## config.mk

```make
export PLATFORM = sky130hd
export DESIGN_NAME = longest_valid_bracket_run_unit
export DESIGN_NICKNAME = d
export VERILOG_FILES = /design/src/hdl/lvbr_pkg.sv /design/src/hdl/lvbr_stack.sv /design/src/hdl/lvbr_best.sv /design/src/hdl/longest_valid_bracket_run_unit.sv
export SDC_FILE = /design/constraint.sdc
export NUM_CORES = 2
export LEC_CHECK = 0
export BUFFER_PORTS_ARGS = -buffer_cell sky130_fd_sc_hd__buf_2
export CORE_UTILIZATION = 45
export CTS_BUF_LIST = sky130_fd_sc_hd__clkbuf_4
export DETAILED_ROUTE_END_ITERATION = 10
export REMOVE_ABC_BUFFERS = 1
export SETUP_SLACK_MARGIN = 0.4
export SYNTH_ARGS = -nofsm -noshare
export SYNTH_HDL_FRONTEND = slang
export SYNTH_SLANG_ARGS = --single-unit
export TNS_END_PERCENT = 1
```

## constraint.sdc

```tcl
create_clock -name clock -period 4.3 [get_ports clock]
set_clock_uncertainty 0.1 [all_clocks]
set_input_delay 1.075 -clock clock [delete_from_list [all_inputs] [get_ports clock]]
set_output_delay 1.075 -clock clock [all_outputs]
set_load 0.05 [all_outputs]
```

## src/hdl/lvbr_pkg.sv

```systemverilog
// ----------------------------------------------------------------------------
// lvbr_pkg
// Shared constants, types and helpers of the longest valid bracket run unit.
// ----------------------------------------------------------------------------
`default_nettype none

package lvbr_pkg;

   localparam int STACK_DEPTH_DEFAULT = 64;
   localparam int COUNT_WIDTH_DEFAULT = 16;

   localparam int SYM_WIDTH     = 8;
   localparam int LONGEST_WIDTH = 16;

   localparam logic [SYM_WIDTH-1:0] SYM_OPEN_ROUND   = 8'h28;
   localparam logic [SYM_WIDTH-1:0] SYM_CLOSE_ROUND  = 8'h29;
   localparam logic [SYM_WIDTH-1:0] SYM_OPEN_SQUARE  = 8'h5B;
   localparam logic [SYM_WIDTH-1:0] SYM_CLOSE_SQUARE = 8'h5D;
   localparam logic [SYM_WIDTH-1:0] SYM_OPEN_CURLY   = 8'h7B;
   localparam logic [SYM_WIDTH-1:0] SYM_CLOSE_CURLY  = 8'h7D;

   // Operation requested from the stack in one cycle.
   typedef struct packed {
      logic push;
      logic pop;
      logic flush;
   } stack_op_type;

   // Occupancy status reported by the stack.
   typedef struct packed {
      logic empty;
      logic single;
      logic full;
   } stack_status_type;

   function automatic logic is_closer(input logic [SYM_WIDTH-1:0] sym);
      is_closer = (sym == SYM_CLOSE_ROUND) || (sym == SYM_CLOSE_SQUARE) ||
                  (sym == SYM_CLOSE_CURLY);
   endfunction

   // Opener that matches a closing bracket; don't care for other bytes.
   function automatic logic [SYM_WIDTH-1:0] opener_of(input logic [SYM_WIDTH-1:0] sym);
      logic [SYM_WIDTH-1:0] result;
      unique case (sym)
         SYM_CLOSE_ROUND:  result = SYM_OPEN_ROUND;
         SYM_CLOSE_SQUARE: result = SYM_OPEN_SQUARE;
         SYM_CLOSE_CURLY:  result = SYM_OPEN_CURLY;
         default:          result = SYM_OPEN_ROUND;
      endcase
      opener_of = result;
   endfunction

endpackage

`default_nettype wire

```

## src/hdl/lvbr_stack.sv

```systemverilog
// ----------------------------------------------------------------------------
// lvbr_stack
// Bracket stack: a memory for all entries with the top two held in registers,
// so a push or a pop completes in every cycle.
// ----------------------------------------------------------------------------
`default_nettype none

module lvbr_stack #(
   parameter int STACK_DEPTH = lvbr_pkg::STACK_DEPTH_DEFAULT,
   parameter int COUNT_WIDTH = lvbr_pkg::COUNT_WIDTH_DEFAULT
) (
   input  logic                                clock,
   input  logic                                reset,
   input  lvbr_pkg::stack_op_type              op_i,
   input  logic [lvbr_pkg::SYM_WIDTH-1:0]      push_sym_i,
   input  logic [COUNT_WIDTH-1:0]              push_run_i,
   output lvbr_pkg::stack_status_type          status_o,
   output logic [lvbr_pkg::SYM_WIDTH-1:0]      top_sym_o,
   output logic [COUNT_WIDTH-1:0]              top_run_o,
   output logic [COUNT_WIDTH-1:0]              second_run_o
);

   localparam int ENTRY_WIDTH = lvbr_pkg::SYM_WIDTH + COUNT_WIDTH;
   localparam int ADDR_WIDTH  = $clog2(STACK_DEPTH);
   localparam int CNT_WIDTH   = $clog2(STACK_DEPTH + 1);

   logic [ENTRY_WIDTH-1:0] mem [STACK_DEPTH];
   logic [ENTRY_WIDTH-1:0] rd_data_ff;

   logic [CNT_WIDTH-1:0]   count_ff,   count_in;
   logic [ENTRY_WIDTH-1:0] top_ff,     top_in;
   logic [ENTRY_WIDTH-1:0] second_ff,  second_in;
   logic                   sec_mem_ff, sec_mem_in;

   logic [ENTRY_WIDTH-1:0] second_eff;
   logic [ADDR_WIDTH-1:0]  rd_addr;
   logic [ADDR_WIDTH-1:0]  wr_addr;

   // Right after a pop the entry below the new top arrives from the memory
   // read register; otherwise it is held in second_ff.
   assign second_eff = sec_mem_ff ? rd_data_ff : second_ff;
   assign rd_addr    = ADDR_WIDTH'(count_ff - CNT_WIDTH'(3));
   assign wr_addr    = count_ff[ADDR_WIDTH-1:0];

   always_comb begin
      count_in   = count_ff;
      top_in     = top_ff;
      second_in  = second_eff;
      sec_mem_in = 1'b0;
      if (op_i.push) begin
         count_in  = count_ff + CNT_WIDTH'(1);
         top_in    = {push_sym_i, push_run_i};
         second_in = top_ff;
      end else if (op_i.pop) begin
         count_in   = count_ff - CNT_WIDTH'(1);
         top_in     = second_eff;
         sec_mem_in = 1'b1;
      end
      if (op_i.flush) begin
         count_in = '0;
      end
   end

   always_ff @(posedge clock) begin
      if (reset) begin
         count_ff   <= '0;
         sec_mem_ff <= 1'b0;
      end else begin
         count_ff   <= count_in;
         sec_mem_ff <= sec_mem_in;
      end
      top_ff    <= top_in;
      second_ff <= second_in;
   end

   always_ff @(posedge clock) begin
      if (op_i.push) begin
         mem[wr_addr] <= {push_sym_i, push_run_i};
      end
      if (op_i.pop) begin
         rd_data_ff <= mem[rd_addr];
      end
   end

   assign status_o.empty  = (count_ff == '0);
   assign status_o.single = (count_ff == CNT_WIDTH'(1));
   assign status_o.full   = (count_ff == CNT_WIDTH'(STACK_DEPTH));

   assign top_sym_o    = top_ff[ENTRY_WIDTH-1:COUNT_WIDTH];
   assign top_run_o    = top_ff[COUNT_WIDTH-1:0];
   assign second_run_o = second_eff[COUNT_WIDTH-1:0];

`ifndef SYNTHESIS
   a_count_in_range: assert property (@(posedge clock) disable iff (reset)
      count_ff <= CNT_WIDTH'(STACK_DEPTH))
      else $error("stack count beyond depth");

   a_sec_mem_after_pop: assert property (@(posedge clock) disable iff (reset)
      sec_mem_ff |-> $past(op_i.pop))
      else $error("memory read selected without a preceding pop");
`endif

endmodule

`default_nettype wire

```

## src/hdl/lvbr_best.sv

```systemverilog
// ----------------------------------------------------------------------------
// lvbr_best
// Result stage: forms the candidate length, keeps the longest so far and
// holds the result register toward the output channel.
// ----------------------------------------------------------------------------
`default_nettype none

module lvbr_best #(
   parameter int COUNT_WIDTH = lvbr_pkg::COUNT_WIDTH_DEFAULT
) (
   input  logic                                  clock,
   input  logic                                  reset,
   input  logic                                  in_valid,
   output logic                                  in_ready,
   input  logic [COUNT_WIDTH-1:0]                in_run,
   input  logic [COUNT_WIDTH-1:0]                in_base,
   input  logic                                  in_overflow,
   input  logic                                  in_last,
   output logic                                  out_valid,
   input  logic                                  out_ready,
   output logic [lvbr_pkg::LONGEST_WIDTH-1:0]    out_longest,
   output logic                                  out_overflow,
   output logic                                  out_last
);

   localparam int WIDE = (COUNT_WIDTH > lvbr_pkg::LONGEST_WIDTH) ?
                         COUNT_WIDTH : lvbr_pkg::LONGEST_WIDTH;

   logic [COUNT_WIDTH-1:0] best_ff,     best_in;
   logic                   valid_ff,    valid_in;
   logic [lvbr_pkg::LONGEST_WIDTH-1:0] longest_ff, longest_in;
   logic                   overflow_ff, overflow_in;
   logic                   last_ff,     last_in;

   logic [COUNT_WIDTH-1:0] cand;
   logic [COUNT_WIDTH-1:0] best_next;
   logic                   take;

   assign in_ready = !valid_ff || out_ready;
   assign take     = in_valid && in_ready;

   assign cand      = (in_run >= in_base) ? (in_run - in_base) : '0;
   assign best_next = (cand > best_ff) ? cand : best_ff;

   always_comb begin
      best_in     = best_ff;
      valid_in    = valid_ff && !out_ready;
      longest_in  = longest_ff;
      overflow_in = overflow_ff;
      last_in     = last_ff;
      if (take) begin
         valid_in    = 1'b1;
         longest_in  = lvbr_pkg::LONGEST_WIDTH'(WIDE'(best_next));
         overflow_in = in_overflow;
         last_in     = in_last;
         best_in     = in_last ? '0 : best_next;
      end
   end

   always_ff @(posedge clock) begin
      if (reset) begin
         best_ff  <= '0;
         valid_ff <= 1'b0;
      end else begin
         best_ff  <= best_in;
         valid_ff <= valid_in;
      end
      longest_ff  <= longest_in;
      overflow_ff <= overflow_in;
      last_ff     <= last_in;
   end

   assign out_valid    = valid_ff;
   assign out_longest  = longest_ff;
   assign out_overflow = overflow_ff;
   assign out_last     = last_ff;

endmodule

`default_nettype wire

```

## src/hdl/longest_valid_bracket_run_unit.sv

```systemverilog
// A result passes through the s1 register, then the lvbr_best result register.
// Throughput: one symbol per cycle unless the result side holds off; the stack
// keeps its top two entries in registers, so a push or pop never waits on the
// stack memory read port.
// Reset (synchronous): clears the stack count, run, longest, overflow flag
// and both pipeline valid bits; stack memory contents stay as they were.
// ----------------------------------------------------------------------------
// longest_valid_bracket_run_unit
// Tracks the longest well-bracketed run over a stream of symbol bytes.
// ----------------------------------------------------------------------------
`default_nettype none

module longest_valid_bracket_run_unit #(
   parameter int STACK_DEPTH = lvbr_pkg::STACK_DEPTH_DEFAULT,
   parameter int COUNT_WIDTH = lvbr_pkg::COUNT_WIDTH_DEFAULT
) (
   input  logic        clock,
   input  logic        reset,
   input  logic        req_tvalid,
   output logic        req_tready,
   input  logic [7:0]  req_tdata,   // [7:0] symbol
   input  logic        req_tlast,   // last
   output logic        rsp_tvalid,
   input  logic        rsp_tready,
   output logic [15:0] rsp_tdata,   // [15:0] longest
   output logic        rsp_tuser,   // [0] overflow
   output logic        rsp_tlast    // done_res
);

   logic [COUNT_WIDTH-1:0] run_ff, run_in;
   logic                   ovf_ff, ovf_in;

   logic                   s1_valid_ff, s1_valid_in;
   logic [COUNT_WIDTH-1:0] s1_run_ff,   s1_run_in;
   logic [COUNT_WIDTH-1:0] s1_base_ff,  s1_base_in;
   logic                   s1_ovf_ff,   s1_ovf_in;
   logic                   s1_last_ff,  s1_last_in;

   lvbr_pkg::stack_op_type     stack_op;
   lvbr_pkg::stack_status_type stack_status;
   logic [lvbr_pkg::SYM_WIDTH-1:0] top_sym;
   logic [COUNT_WIDTH-1:0]         top_run;
   logic [COUNT_WIDTH-1:0]         second_run;

   logic                   s2_ready;
   logic                   in_xfer;
   logic                   closer;
   logic                   match;
   logic [COUNT_WIDTH:0]   run_sum;
   logic [COUNT_WIDTH-1:0] run_plus2;
   logic [COUNT_WIDTH-1:0] run_next;
   logic [COUNT_WIDTH-1:0] base_next;

   assign req_tready = !s1_valid_ff || s2_ready;
   assign in_xfer    = req_tvalid && req_tready;

   assign closer = lvbr_pkg::is_closer(req_tdata);
   assign match  = !stack_status.empty && (top_sym == lvbr_pkg::opener_of(req_tdata));

   // Saturating add of two: a carry out means the sum passed the maximum.
   assign run_sum   = {1'b0, run_ff} + (COUNT_WIDTH + 1)'(2);
   assign run_plus2 = run_sum[COUNT_WIDTH] ? '1 : run_sum[COUNT_WIDTH-1:0];

   always_comb begin
      stack_op       = '0;
      stack_op.push  = in_xfer && !closer && !stack_status.full;
      stack_op.pop   = in_xfer && closer && match;
      stack_op.flush = in_xfer && (req_tlast || (closer && !stack_status.empty && !match));

      run_next  = run_ff;
      base_next = top_run;
      if (closer) begin
         if (match) begin
            run_next  = run_plus2;
            base_next = stack_status.single ? '0 : second_run;
         end else begin
            // Closer on an empty stack or on a mismatched top.
            run_next  = '0;
            base_next = '0;
         end
      end else if (!stack_status.full) begin
         base_next = run_ff;
      end
   end

   always_comb begin
      run_in      = run_ff;
      ovf_in      = ovf_ff;
      s1_valid_in = s1_valid_ff && !s2_ready;
      s1_run_in   = s1_run_ff;
      s1_base_in  = s1_base_ff;
      s1_ovf_in   = s1_ovf_ff;
      s1_last_in  = s1_last_ff;
      if (in_xfer) begin
         s1_valid_in = 1'b1;
         s1_run_in   = run_next;
         s1_base_in  = base_next;
         s1_ovf_in   = ovf_ff || (!closer && stack_status.full);
         s1_last_in  = req_tlast;
         run_in      = req_tlast ? '0 : run_next;
         ovf_in      = req_tlast ? 1'b0 : (ovf_ff || (!closer && stack_status.full));
      end
   end

   always_ff @(posedge clock) begin
      if (reset) begin
         run_ff      <= '0;
         ovf_ff      <= 1'b0;
         s1_valid_ff <= 1'b0;
      end else begin
         run_ff      <= run_in;
         ovf_ff      <= ovf_in;
         s1_valid_ff <= s1_valid_in;
      end
      s1_run_ff  <= s1_run_in;
      s1_base_ff <= s1_base_in;
      s1_ovf_ff  <= s1_ovf_in;
      s1_last_ff <= s1_last_in;
   end

   lvbr_stack #(
      .STACK_DEPTH (STACK_DEPTH),
      .COUNT_WIDTH (COUNT_WIDTH)
   ) u_stack (
      .clock        (clock),
      .reset        (reset),
      .op_i         (stack_op),
      .push_sym_i   (req_tdata),
      .push_run_i   (run_ff),
      .status_o     (stack_status),
      .top_sym_o    (top_sym),
      .top_run_o    (top_run),
      .second_run_o (second_run)
   );

   lvbr_best #(
      .COUNT_WIDTH (COUNT_WIDTH)
   ) u_best (
      .clock        (clock),
      .reset        (reset),
      .in_valid     (s1_valid_ff),
      .in_ready     (s2_ready),
      .in_run       (s1_run_ff),
      .in_base      (s1_base_ff),
      .in_overflow  (s1_ovf_ff),
      .in_last      (s1_last_ff),
      .out_valid    (rsp_tvalid),
      .out_ready    (rsp_tready),
      .out_longest  (rsp_tdata),
      .out_overflow (rsp_tuser),
      .out_last     (rsp_tlast)
   );

`ifndef SYNTHESIS
   a_last_clears: assert property (@(posedge clock) disable iff (reset)
      (in_xfer && req_tlast) |=> (run_ff == '0 && ovf_ff == 1'b0))
      else $error("sequence state not cleared after last transfer");

   a_base_le_run: assert property (@(posedge clock) disable iff (reset)
      s1_valid_ff |-> (s1_base_ff <= s1_run_ff))
      else $error("saved run above current run");
`endif

endmodule

`default_nettype wire

```

==> flow_summary.toml <==
[place]
io_buffers = 32
place_congestion = 0.856
place_inst = 5082
dp_hpwl_mm = 92.9
pre_cts_ws_ns = -0.602

[clock_network]
cts_tree = "done"
clockRootBuffer = "clkbuf_4"
clk-insertion-delay-late_ns = 1.34
clk_pin_slew_ns = 0.07
numClockSinks = 1703
cts_max_level = 5
cts.path.max_buffers = 4
cts_buffers = 434

[timing]
fin_ws_ns = 0.117
fin_crit_sh_pct = 97.3
drv_slew = 0
max_freq_mhz = 239
max_slew_margin_pct = 10.7
hold_violations = 0
rsz0062_at_grt = "true"
layout_min_cycle_time_ns = 4.18
worst_pin_slew_ns = 1.34
setup_violations = 0

[critical_path]
crit_buf_inv = 3
worst_setup_path_end_kind = "flop"
cp_cell_sequence = "ha_1 > buf_4 > a21oi_2 > o211a_1 > o311a_1 > a31o_4 > buf_4 > a211oi_1 > ha_1 > o21a_1 > o21a_1 > o21ai_4 > buf_6 > mux2_2"
cp_top_family = "compound AO/OA/AOI/OAI gates"
crit_slowest_cell = "a211oi_1"
required_ns = 5.24
arrival_ns = 5.12
worst_path_largest_cell_delay_ns = 0.44
crit_fanout = 9
critical_path_class = "reg2reg"
critPathLaunchType = "flop"

[layout]
drive_above_1_share_pct = 38.0
area_delta_synth_final_pct = 14.5
final_cells = 5842
nets = 3652

[synthesis]
synthCells = 3100
syn_area_per_cell_um2 = 21.6
synth_edf_count = 1636
synth-seq-cells = 1703
async_flop_share_pct = 0
yosys_most_used_dff = "edfxtp_1"
synth.distinct_cells = 66
yosysSeqAreaShare_pct = 75.5
yosysWarningCount = 0
mappedNetlistArea_mm2 = 0.0669

[min_path]
hold_class = "in2reg"

[detailed_routing]
drt_iter0_markers = 3425
firstDrtPassIters = 8
vias = 34000
routed_wl_mm = 168
route.detailed.drc = 0
wl_per_cell_um = 28.8
vias_per_cell = 5.81
ant_nets = 0

[grt]
grt_pass1_vias = 35700
grt_pass1_wl_mm = 243
grt_use_total_pct = 22.6
overflow = 0
grt_max_degree = 117
grt_antenna_before_repair = 9

[floorplan]
io_pins = 33
die_h_um = 387
start_util_pct = 45.3
die_w_um = 387
std_cell_rows = 141
dieArea_mm2 = 0.150
core-area_mm2 = 0.148

[power]
power_density_mw_per_mm2 = 440
peakVddDrop_mv = 0.278
power_mw = 33.7
p_leak_nw = 25.4

[run_status]
outcome = "finished clean"

[run]
maxCapViolCount = 0
[routing by layer]
layer | track usage (%) | wire (µm) | up-vias
met1 | 30.5 | 68800 | 17900
met4 | 7.16 | 3730 | 2
met2 | 36.8 | 83000 | 1484
li1 | - | - | 14300
met3 | 5.01 | 12500 | 267
met5 | 0 | 11 | -
[cells by family after synthesis]
family / Yosys count / share of synthesized area (%)
and+or+nand+nor: 298 / 2.07
adders and majority gates: 37 / 0.704
DFF: 1703 / 75.5
muxes: 558 / 17.4
AOI/OAI and AO/OA: 269 / 2.79
xor gates and xnor gates: 20 / 0.262
buffers and inverters: 215 / 1.33
[worst paths after layout]
check	from	end	slack, ns	cells after the start
hold reg to reg	u_stack.top_ff[1]$_DFFE_PP_	u_stack.second_ff[1]$_DFF_P_	0.38	1
hold / removal	req_tdata[2]	u_stack.mem[62][18]$_DFFE_PP_	0.28	2
setup reg to reg	s1_run_ff[2]$_DFFE_PP_	u_best.out_longest[1]$_DFFE_PP_	0.12	14
setup / recovery	s1_run_ff[2]$_DFFE_PP_	u_best.out_longest[1]$_DFFE_PP_	0.12	14
[layout by cell type, fill, tap and decap left out, types with 50 or more instances in the layout]
| master | Yosys | final |
|---|---|---|
| a21oi_1 | 53 | 52 |
| buf_4 | 0 | 161 |
| clkbuf_4 | 0 | 631 |
| clkinv_1 | 0 | 90 |
| dfxtp_1 | 67 | 50 |
| edfxtp_1 | 1636 | 1636 |
| mux2i_1 | 65 | 65 |
| mux4_2 | 480 | 480 |
| nand2_1 | 74 | 73 |
| nor2_1 | 117 | 51 |
| nor2_4 | 0 | 63 |
| o21a_1 | 56 | 55 |
[through the flow]
| stage | cell area [µm²] | utilization (%) | hold WS (ns) | TNS, ns |
|---|---|---|---|---|
| 2_1_floorplan | 66200 | - | 0.300 | - |
| 3_3_place_gp | 71000 | 48.1 | 0.350 | -8.98 |
| 3_5_place_dp | 71000 | 48.1 | 0.362 | -10.64 |
| 4_1_cts | 76500 | 51.8 | 0.115 | 0 |
| 5_1_grt | 76600 | 51.9 | 0.176 | -2.63 |
| 6_report | 76600 | 51.9 | 0.275 | 0 |
[layout make-up]
| type | instances | area (µm²) |
|---|---|---|
| Clock inverter | 111 | 515 |
| Inverter | 50 | 188 |
| Antenna cell | 4 | 10.0 |
| Sequential cell | 1703 | 50500 |
| Clock buffer | 631 | 4740 |
| Fill cell | 11600 | 71100 |
| Multi-Input combinational cell | 1182 | 16200 |
| Tap cell | 1930 | 2410 |
| Timing Repair Buffer | 231 | 2050 |
[registers in the layout, summed over array words and instances, names as in the netlist, 7 cells and up]
register,cells
u_stack.top_ff,24
s1_base_ff,16
run_ff,16
s1_run_ff,16
u_stack.mem,1536
u_best.best_ff,16
u_stack.second_ff,24
u_stack.count_ff,7
u_best.out_longest,16
u_stack.rd_data_ff,24
[synthesized netlist by cell type, types with 36 or more instances]
cell      number  area share (%)
a21oi_1       53            0.40
nor2_1       117            0.66
mux4_2       480              16
nand2_1       74            0.42
o21a_1        56            0.63
inv_1         50            0.28
mux2i_1       65            0.97
dfxtp_1       67             2.0
clkbuf_1      87            0.49
ha_1          36            0.67
buf_2         58            0.43
edfxtp_1    1636              73
[repair_timing]
| item | CTS | global route |
|---|---|---|
| hold endpoints to repair | 9 | 0 |
| pin swaps | 6 | 10 |
| hold buffers | 7 | 0 |
| setup endpoints to repair | 32 | 33 |
| setup buffers | 4 | 3 |
| gates resized for setup | 19 | 11 |
[where the power goes]
part	internal (mW)	switching (mW)	total, mW
clock network	6.86	6.24	13.1
logic	1.09	1.27	2.37
registers	18.2	0.0596	18.2
(Power assumes the default switching activity.)
